<file path="src/design/rtlpm_ram.sv">
// generic single-port synchronous ram with registered read
module rtlpm_ram #(
    parameter int WIDTH = 8,
    parameter int DEPTH = 16
) (
    input  logic                     clk,
    input  logic                     we,
    input  logic [$clog2(DEPTH)-1:0] addr,
    input  logic [WIDTH-1:0]         wdata,
    output logic [WIDTH-1:0]         rdata
);

    logic [WIDTH-1:0] mem [DEPTH];

    // write or read one word per cycle
    always_ff @(posedge clk)
    begin
        if (we)
        begin
            mem[addr] <= wdata;
        end
        else
        begin
            rdata <= mem[addr];
        end
    end

endmodule

</file>
<file path="config.mk">
export PLATFORM = sky130hd
export DESIGN_NAME = rtlpm_ram
export DESIGN_NICKNAME = d
export VERILOG_FILES = /design/src/design/rtlpm_ram.sv
export SDC_FILE = /design/constraint.sdc
export NUM_CORES = 1
export LEC_CHECK = 0
export ABC_CLOCK_PERIOD_IN_PS = 2100
export BUFFER_PORTS_ARGS = -buffer_cell sky130_fd_sc_hd__buf_2
export CORE_ASPECT_RATIO = 0.75
export CORE_MARGIN = 10
export CORE_UTILIZATION = 55
export CTS_BUF_LIST = sky130_fd_sc_hd__clkbuf_16
export DETAILED_ROUTE_END_ITERATION = 16
export PLACE_DENSITY = 0.74
export SLEW_MARGIN = 10
export SYNTH_ARGS = -nofsm -noshare
export SYNTH_HDL_FRONTEND = slang
export SYNTH_SLANG_ARGS = --single-unit
</file>
<file path="constraint.sdc">
create_clock -name clk -period 2.1 [get_ports clk]
set_input_delay 0 -clock clk [delete_from_list [all_inputs] [get_ports clk]]
set_output_delay 0 -clock clk [all_outputs]
set_load 0.02 [all_outputs]
</file>
==> results.py, run 1 <==
metrics = {
    "drt": {
        "routed_via_density": 5.77,
        "vias": 2493,
        "routedWlPerCell_um": 23.9,
        "drt_iter0_markers": 347,
        "drc": 0,
        "highest_layer": "met4",
        "wl_met2_mm": 5.06,
        "firstDrtPassIters": 4,
        "wirelength_mm": 10.3,
        "m1WireLength_mm": 4.52,
        "postRouteAntennaNets": 0,
        "wl_met3_um": 740,
    },
    "placement": {
        "numPortBuffers": 21,
        "hpwl_mm": 6.55,
        "place.gp.congestion": 0.740,
    },
    "status": {
        "status": "finished, final reports clean",
    },
    "setup_path": {
        "critPathRequiredTime_ps": 2250,
        "regToRegSetupSlack_ps": 610,
        "cp_max_fo": 1,
        "ff2ff_path_depth": 3,
        "worstReg2RegStart": "mem[7][2]",
        "crit_path_start_kind": "flip-flop",
        "path_cells": "mux4_2, a22oi_1, nand2_1",
        "cp_slowest_stage_delay_ps": 500,
        "slowest_stage": "mux4_2",
        "crit_family": "multiplexers",
        "crit_type": "flip-flop to flip-flop",
        "r2r_end": "rdata[2]",
        "worstPathArrival_ps": 1640,
        "cp-end-kind": "flip-flop",
        "crit_buf_inv": 0,
    },
    "global_route": {
        "antenna_found_initial": 0,
        "grt-ovfl-total": 0,
        "grt_max_degree": 22,
        "track_usage": 0.160,
        "grt_pass1_vias": 2620,
        "grt_pass1_wl_mm": 16.3,
    },
    "floorplan": {
        "core-area_sq_mm": 0.00908,
        "rows": 30,
        "die_w_um": 132,
        "start_util": 0.567,
        "die_y_um": 104,
        "dieArea_sq_mm": 0.0137,
        "ios": 22,
    },
    "sta": {
        "relSlewSlack": 0.515,
        "rsz0062_at_grt": "no",
        "tightest_slew_ps": 726,
        "period_share": 0.711,
        "fin_crit_ps": 1490,
        "finalSetupViolations": 0,
        "finalMaxSlewViolations": 0,
        "hold_violations": 0,
        "max_freq_ghz": 0.670,
        "skew_ps": 9.39,
        "fin_hold_ws_ps": 181,
        "finalSetupTns_ps": 0,
    },
    "clock_tree": {
        "cts_buffers": 17,
        "postCtsSetupRepairBufs": 0,
        "clock-sinks": 136,
        "tritoncts": "done",
        "h-tree-depth": 4,
        "worstSkewPairLatency_ps": 420,
        "root_buffer": "clkbuf_16",
        "clockBufferDepth": 2,
        "clk_pin_slew_ps": 60,
    },
    "pwr": {
        "max-vdd-ir-drop_mv": 0.778,
        "power_leakage_uw": 0.00211,
        "cellPowerDensity_mw_per_mm2": 1060,
    },
    "logic_synthesis": {
        "syn-instance-count": 231,
        "ys_types": 18,
        "syn_area_sq_mm": 0.00515,
        "synth.area.top_cells": "edfxtp_1, mux4_2, a22oi_1",
        "yosys.area.top_type": "edfxtp_1",
        "synth.top_cell.area_share": 0.793,
        "synth-seq-cells": 136,
        "synthesis.yosys.warnings": 0,
        "syn_avg_cell_area_sq_um": 22.3,
        "seq_area_frac_synth": 0.793,
        "synth_fp_nets": 245,
    },
    "layout": {
        "area_delta_synth_final_pct": 22.4,
        "antennaDiodeCount": 0,
        "drive_above_1_share": 0.349,
        "num-nets-final": 305,
    },
    "flow_run": {
        "drv_cap": 0,
    },
    "hold_path": {
        "hp-start": "we",
        "hold_depth": 2,
        "min_to": "rdata[3]",
        "hp-class": "input pin to flip-flop",
    },
}
## how the worst max path moves through the flow
| stage | depth (start not counted) | startpoint | endpoint |
|---|---|---|---|
| after floorplan | 3 | we | mem[0][0] |
| after global placement | 5 | addr[0] | rdata[1] |
| after detailed placement | 5 | addr[0] | rdata[1] |
| after CTS | 3 | mem[7][2] | rdata[2] |
| after global routing | 3 | mem[7][2] | rdata[2] |
| final | 3 | mem[7][2] | rdata[2] |
## registers in the layout, summed over array words and instances, names as in the netlist
signal / count
mem: 128
rdata: 8
## area by class of cell
class | count | area (sq um)
sequential | 136 | 4080
inverter | 1 | 3.75
timing repair buffer | 52 | 395
multi-input combinational | 83 | 1000
fill | 576 | 2780
clock inverter | 15 | 233
clock buffer | 17 | 425
tap | 128 | 160
## per-layer routing
metal | vias up | GRT usage
met5 | - | 0
met4 | 0 | 0.0483
met3 | 2 | 0.0536
met2 | 96 | 0.236
met1 | 1301 | 0.221
li1 | 1094 | -
## cells in the mapped netlist
library cell / instances
nand2b_1: 2
buf_1: 4
buf_6: 2
clkbuf_1: 2
nand3_1: 1
nand2_1: 9
nand3b_1: 2
edfxtp_1: 136
buf_2: 2
inv_1: 1
nor3_1: 4
mux4_2: 32
and2_1: 1
or3_1: 1
a22oi_1: 16
nor2_1: 13
clkbuf_2: 1
nor2b_1: 2
## logic make-up after synthesis
group | count (synthesis) | synth area share
AND/OR/NAND/NOR | 35 | 0.0311
buffers and inverters | 12 | 0.0124
flip-flops | 136 | 0.793
AO/OA/AOI/OAI | 16 | 0.0233
multiplexers | 32 | 0.140
## layout by cell type, fill, tap and decap left out
master / instances
edfxtp_1: 136
mux4_2: 32
buf_2: 21
buf_4: 20
clkbuf_16: 17
a22oi_1: 16
nor2_1: 13
nand2_1: 9
dlygate4sd3_1: 8
bufinv_16: 6
nor3_1: 4
clkinvlp_4: 4
clkinv_2: 3
buf_12: 3
nor2b_1: 2
nand3b_1: 2
nand2b_1: 2
inv_1: 2
and2_1: 1
nand3_1: 1
or3_1: 1
clkinv_1: 1
## metrics by stage
stage          cells  instance area [sq um]  power [uW]   util  worst slack [ps]
6_report         432                   6300        6670  0.694               607
5_1_grt          432                   6300        6880  0.694               605
4_1_cts          432                   6300        6710  0.694               588
3_5_place_dp     392                   5560        3440  0.613               421
3_3_place_gp     392                   5560        3430  0.613               446
2_1_floorplan    231                   5150        3300      -               614
## repair_timing
action                    in CTS  in global routing
resized for setup              0                  0
hold endpoints to repair     128                  0
hold buffers                   8                  0
## where the power goes
group / total (uW) / switching [uW] / internal, uW
Combinational: 315 / 181 / 134
Sequential: 3080 / 17.6 / 3060
Clock: 3270 / 1070 / 2210
No activity file was read; power rests on OpenSTA's default activity.
==> inputs of run 2 (changes only) <==
--- a/config.mk
+++ b/config.mk
@@ -5,7 +5,8 @@
 export SDC_FILE = /design/constraint.sdc
 export NUM_CORES = 1
 export LEC_CHECK = 0
-export ABC_CLOCK_PERIOD_IN_PS = 2100
+export ABC_AREA = 1
+export ABC_CLOCK_PERIOD_IN_PS = 1500
 export BUFFER_PORTS_ARGS = -buffer_cell sky130_fd_sc_hd__buf_2
 export CORE_ASPECT_RATIO = 0.75
 export CORE_MARGIN = 10
==> constraint.sdc (replaced) <==
create_clock -name clk -period 1.5 [get_ports clk]
set_input_delay 0 -clock clk [delete_from_list [all_inputs] [get_ports clk]]
set_output_delay 0 -clock clk [all_outputs]
set_load 0.02 [all_outputs]
==> results.py, run 2 <==
metrics = {
    "logic_synthesis": {
        "syn_area_sq_mm": 0.00568,
        "synth_most_common_cell": "nand2_1",
        "synth.area.top_cells": "edfxtp_1, nand2_1, inv_1",
        "syn-instance-count": 549,
        "synth_ff_type": "edfxtp_1",
        "synthTopCellsByCount": "nand2_1, edfxtp_1, inv_1",
        "yosys.area_share.adder": 0,
        "synthSimpleGateAreaFrac": 0.244,
        "yosys.area.top_type": "edfxtp_1",
        "synth_top_family_by_area": "simple AND/OR/NAND/NOR gates",
        "ys_types": 10,
        "synth_xor_area_frac": 0,
        "synth_fp_nets": 563,
        "synth_edf_count": 136,
        "synth-seq-cells": 136,
        "syn_avg_cell_area_sq_um": 10.3,
        "synth.top_cell.area_share": 0.719,
        "synthMuxAreaShare": 0,
        "seq_area_frac_synth": 0.719,
        "synth_compound_area_frac": 0,
        "synthArstFlopShare": 0,
        "synthesis.yosys.warnings": 0,
    },
    "floorplan": {
        "start_util": 0.558,
        "die_w_um": 137,
        "die_y_um": 108,
        "core-area_sq_mm": 0.0102,
        "ios": 22,
        "dieArea_sq_mm": 0.0148,
        "rows": 32,
    },
    "placement": {
        "dp.cells": 712,
        "numPortBuffers": 21,
        "hpwl_mm": 8.12,
        "placed_area_sq_mm": 0.00606,
        "place.gp.congestion": 0.909,
    },
    "clock_tree": {
        "cts_buffers": 17,
        "cts.hold.buffers_added": 1,
        "worstSkewPairLatency_ps": 420,
        "clock-sinks": 136,
        "clk_pin_slew_ps": 60,
        "clockBufferDepth": 2,
        "tritoncts": "done",
        "post_cts_resized": 0,
        "postCtsSetupRepairBufs": 0,
        "root_buffer": "clkbuf_16",
        "h-tree-depth": 4,
    },
    "setup_path": {
        "worstPathArrival_ps": 1350,
        "cp-end-kind": "flip-flop",
        "crit_type": "flip-flop to flip-flop",
        "critPathRequiredTime_ps": 1670,
        "cp_max_fo": 1,
        "crit_path_start_kind": "flip-flop",
    },
    "sta": {
        "tightest_slew_ps": 407,
        "relSlewSlack": 0.729,
        "finalMaxSlewViolations": 0,
        "rsz0062_at_grt": "no",
        "skew_ps": 10.6,
        "hold_violations": 0,
        "fin_crit_ps": 1180,
        "max_freq_ghz": 0.845,
        "finalSetupTns_ps": 0,
        "period_share": 0.789,
        "finalSetupViolations": 0,
    },
    "global_route": {
        "grt_max_degree": 43,
        "grt_pass1_vias": 3870,
        "antenna_found_initial": 0,
        "track_usage": 0.184,
        "grt_pass1_wl_mm": 20.4,
        "grt-ovfl-total": 0,
    },
    "hold_path": {
        "hp-class": "input pin to flip-flop",
    },
    "status": {
        "status": "finished, final reports clean",
    },
    "layout": {
        "stdcell_count": 744,
        "mostFrequentLayoutCells": "nand2_1, edfxtp_1, buf_4",
        "num-nets-final": 610,
        "fillers": 791,
        "regMostFlops": "mem",
        "drive_above_1_share": 0.130,
        "stdcell_area_sq_mm": 0.00664,
        "area_delta_synth_final_pct": 16.9,
        "antennaDiodeCount": 0,
        "largest_reg_flops": 128,
        "final_common_cell": "nand2_1",
        "reg_top3": "mem (128), rdata (8)",
    },
    "drt": {
        "routed_via_density": 5.14,
        "postRouteAntennaNets": 0,
        "drc": 0,
        "wirelength_mm": 12.7,
        "routedWlPerCell_um": 17.0,
        "drt_iter0_markers": 294,
        "vias": 3822,
        "firstDrtPassIters": 5,
    },
    "pwr": {
        "cellPowerDensity_mw_per_mm2": 1320,
        "power_leakage_uw": 0.00287,
        "max-vdd-ir-drop_mv": 1.06,
    },
    "flow_run": {
        "drv_cap": 0,
    },
}
run 2: changes by cell type after synthesis, sizes merged, moves of 2 or more:
cell / change
buf: +10
nand3: +3
nand2b: -2
a22oi: -16
inv: +22
nor2: +5
nor3: -4
mux4: -32
nand3b: -2
nand2: +337
nor2b: -2
run 2: critical path, stage by stage (launching register included):
cell and delay [ps]:
edfxtp_1 370, nand2_1 80, nand2_1 50, nand2_1 70
nand2_1 80, nand2_1 110, nand2_1 70, inv_1 60
nand2_1 50
run 2: report_power, final:
group	leakage [uW]	internal [uW]	total (uW)	switching [uW]
clock network	0.000271	2410	3910	1500
logic	0.00136	155	552	397
registers	0.00124	4280	4310	24.3
total	0.00287	6850	8770	1920
run 2: layout make-up:
type	instances	area (sq um)	area share
flip-flops and latches	136	4080	0.616
multi-input cells	368	1390	0.209
inverters	24	90.1	0.0136
well taps	136	170	0.0256
clock buffers	17	425	0.0641
clock inverters	14	136	0.0206
repair buffers	49	343	0.0517
run 2: worst paths after layout:
check / start / end / slack (ps) / cells past startpoint
max: mem[13][0] / rdata[0] / 320 / 8
min: wdata[5] / mem[8][5] / 20 / 1
max reg2reg: mem[13][0] / rdata[0] / 320 / 8
min reg2reg: mem[8][2] / rdata[2] / 780 / 8
run 2: metal layers:
metal  share of wire  global-route usage  up-vias
li1                -                   -     1850
met1            0.45               0.251     1810
met2            0.46               0.276      144
met3           0.076              0.0533       18
met4           0.014              0.0706        0
met5               0                   0        -
run 2: kinds of logic (layout without fill, tap and decap cells):
logic type | count (synthesis) | count (layout)
simple gates | 368 | 368
buf+inv | 45 | 104
flops | 136 | 136
run 2: stage by stage:
stage	worst slack (ps)	power, uW	hold slack [ps]	util
5_1_grt	235	9050	33.0	0.652
2_1_floorplan	123	4700	98.9	-
3_3_place_gp	234	4920	438	0.596
6_report	317	8770	22.2	0.652
4_1_cts	357	8810	17.6	0.652
3_5_place_dp	242	4930	442	0.596
==> inputs of run 3 (changes only) <==
--- a/config.mk
+++ b/config.mk
@@ -6,7 +6,7 @@
 export NUM_CORES = 1
 export LEC_CHECK = 0
 export ABC_AREA = 1
-export ABC_CLOCK_PERIOD_IN_PS = 1500
+export ABC_CLOCK_PERIOD_IN_PS = 1210
 export BUFFER_PORTS_ARGS = -buffer_cell sky130_fd_sc_hd__buf_2
 export CORE_ASPECT_RATIO = 0.75
 export CORE_MARGIN = 10
==> constraint.sdc (replaced) <==
create_clock -name clk -period 1.21 [get_ports clk]
set_input_delay 0 -clock clk [delete_from_list [all_inputs] [get_ports clk]]
set_output_delay 0 -clock clk [all_outputs]
set_load 0.02 [all_outputs]
==> results.py, run 3 (same netlist as run 2, synthesis figures left out) <==
metrics = {
    "status": {
        "status": "finished, final reports clean",
    },
    "sta": {
        "finalSetupViolations": 0,
        "skew_ps": 7.03,
        "finalMaxSlewViolations": 0,
        "rsz0062_at_grt": "yes",
        "tightest_slew_ps": 427,
        "max_freq_ghz": 0.874,
        "relSlewSlack": 0.716,
        "fin_hold_ws_ps": 17.1,
        "hold_violations": 0,
        "period_share": 0.945,
        "fin_crit_ps": 1140,
        "finalSetupTns_ps": 0,
    },
    "layout": {
        "regMostFlops": "mem",
        "antennaDiodeCount": 0,
        "multi_input_area_sq_mm": 0.00141,
        "regArea_sq_mm": 0.00408,
        "area_delta_synth_final_pct": 20.5,
        "largest_reg_flops": 128,
        "reg_top3": "mem (128), rdata (8)",
        "fillers": 808,
        "mostFrequentLayoutCells": "nand2_1, edfxtp_1, buf_4",
        "final_common_cell": "nand2_1",
        "final_util": 0.672,
        "stdcell_count": 757,
        "drive_above_1_share": 0.164,
        "num-nets-final": 622,
    },
    "floorplan": {
        "die_y_um": 108,
        "ios": 22,
        "die_w_um": 137,
        "dieArea_sq_mm": 0.0148,
        "core-area_sq_mm": 0.0102,
        "rows": 32,
        "start_util": 0.558,
    },
    "clock_tree": {
        "worstSkewPairLatency_ps": 410,
        "postCtsSetupRepairBufs": 0,
        "root_buffer": "clkbuf_16",
        "clockBufferDepth": 2,
        "clock-sinks": 136,
        "h-tree-depth": 4,
        "clk_pin_slew_ps": 60,
        "cts_buffers": 17,
        "tritoncts": "done",
    },
    "setup_path": {
        "cp_common_cell": "nand2_1",
        "path_cells": "nand2_1, nand2_1, nand2_1, nand2_1, nand2_1, nand2_1, inv_1, nand2_1",
        "worstReg2RegStart": "mem[3][3]",
        "cp-end-kind": "flip-flop",
        "cp_slowest_stage_delay_ps": 360,
        "cp_max_fo": 1,
        "crit_type": "flip-flop to flip-flop",
        "worstPathArrival_ps": 1310,
        "crit_buf_inv": 1,
        "crit_family": "simple AND/OR/NAND/NOR gates",
        "crit_start": "mem[3][3]",
        "slowest_stage": "edfxtp_1",
        "critPathRequiredTime_ps": 1370,
        "crit_path_start_kind": "flip-flop",
    },
    "drt": {
        "vias": 3921,
        "drt_iter0_markers": 521,
        "drc": 0,
        "routedWlPerCell_um": 17.7,
        "postRouteAntennaNets": 0,
        "firstDrtPassIters": 7,
        "routed_via_density": 5.18,
        "wirelength_mm": 13.4,
    },
    "pwr": {
        "cellPowerDensity_mw_per_mm2": 1640,
        "power_leakage_uw": 0.00296,
        "max-vdd-ir-drop_mv": 1.31,
    },
    "global_route": {
        "grt_pass1_vias": 3782,
        "antenna_found_initial": 0,
        "grt_max_degree": 25,
        "grt-ovfl-total": 0,
        "grt_pass1_wl_mm": 20.9,
        "track_usage": 0.191,
    },
    "placement": {
        "place.gp.congestion": 0.854,
        "numPortBuffers": 21,
        "hpwl_mm": 8.96,
        "dp.cells": 725,
    },
    "flow_run": {
        "drv_cap": 0,
    },
    "hold_path": {
        "hp-class": "input pin to flip-flop",
        "hp-start": "wdata[4]",
    },
}
## run 3: routing by layer
metal,GRT usage,routed length [um]
met1,0.283,6320
met2,0.276,5970
met3,0.0519,1060
met4,0.0443,57
met5,0,0
## run 3: final cells by class
cell class / count / area share
Sequential cell: 136 / 0.597
Multi-Input combinational cell: 368 / 0.207
Timing Repair Buffer: 61 / 0.0721
Clock buffer: 17 / 0.0622
Tap cell: 136 / 0.0249
Clock inverter: 15 / 0.0236
Inverter: 24 / 0.0132
## run 3: what timing repair did
item,CTS,global route
setup endpoints to repair,0,4
hold buffers,0,0
resized for setup,0,3
## run 3: final timing paths
kind	slack [ps]	depth (start not counted)	to
max reg2reg	70	8	rdata[3]
min	20	1	mem[11][4]
min reg2reg	790	8	rdata[5]
max	70	8	rdata[3]
## run 3: through the flow
| step | power [uW] | setup WS (ps) | area [sq um] |
|---|---|---|---|
| 2_1_floorplan | 5830 | -114 | 5700 |
| 6_report | 11200 | 66.0 | 6840 |
| 3_5_place_dp | 6170 | 1.55 | 6240 |
| 3_3_place_gp | 6160 | 5.95 | 6240 |
| 4_1_cts | 11200 | 44.0 | 6830 |
| 5_1_grt | 11500 | -25.3 | 6840 |
## run 3: power by group
| group | leakage, uW | internal [uW] | total (uW) | switching (uW) |
|---|---|---|---|---|
| combinational | 0.00144 | 226 | 741 | 515 |
| sequential | 0.00124 | 5310 | 5340 | 29.7 |
| clock | 0.000285 | 3200 | 5110 | 1900 |
| total | 0.00296 | 8740 | 11200 | 2450 |
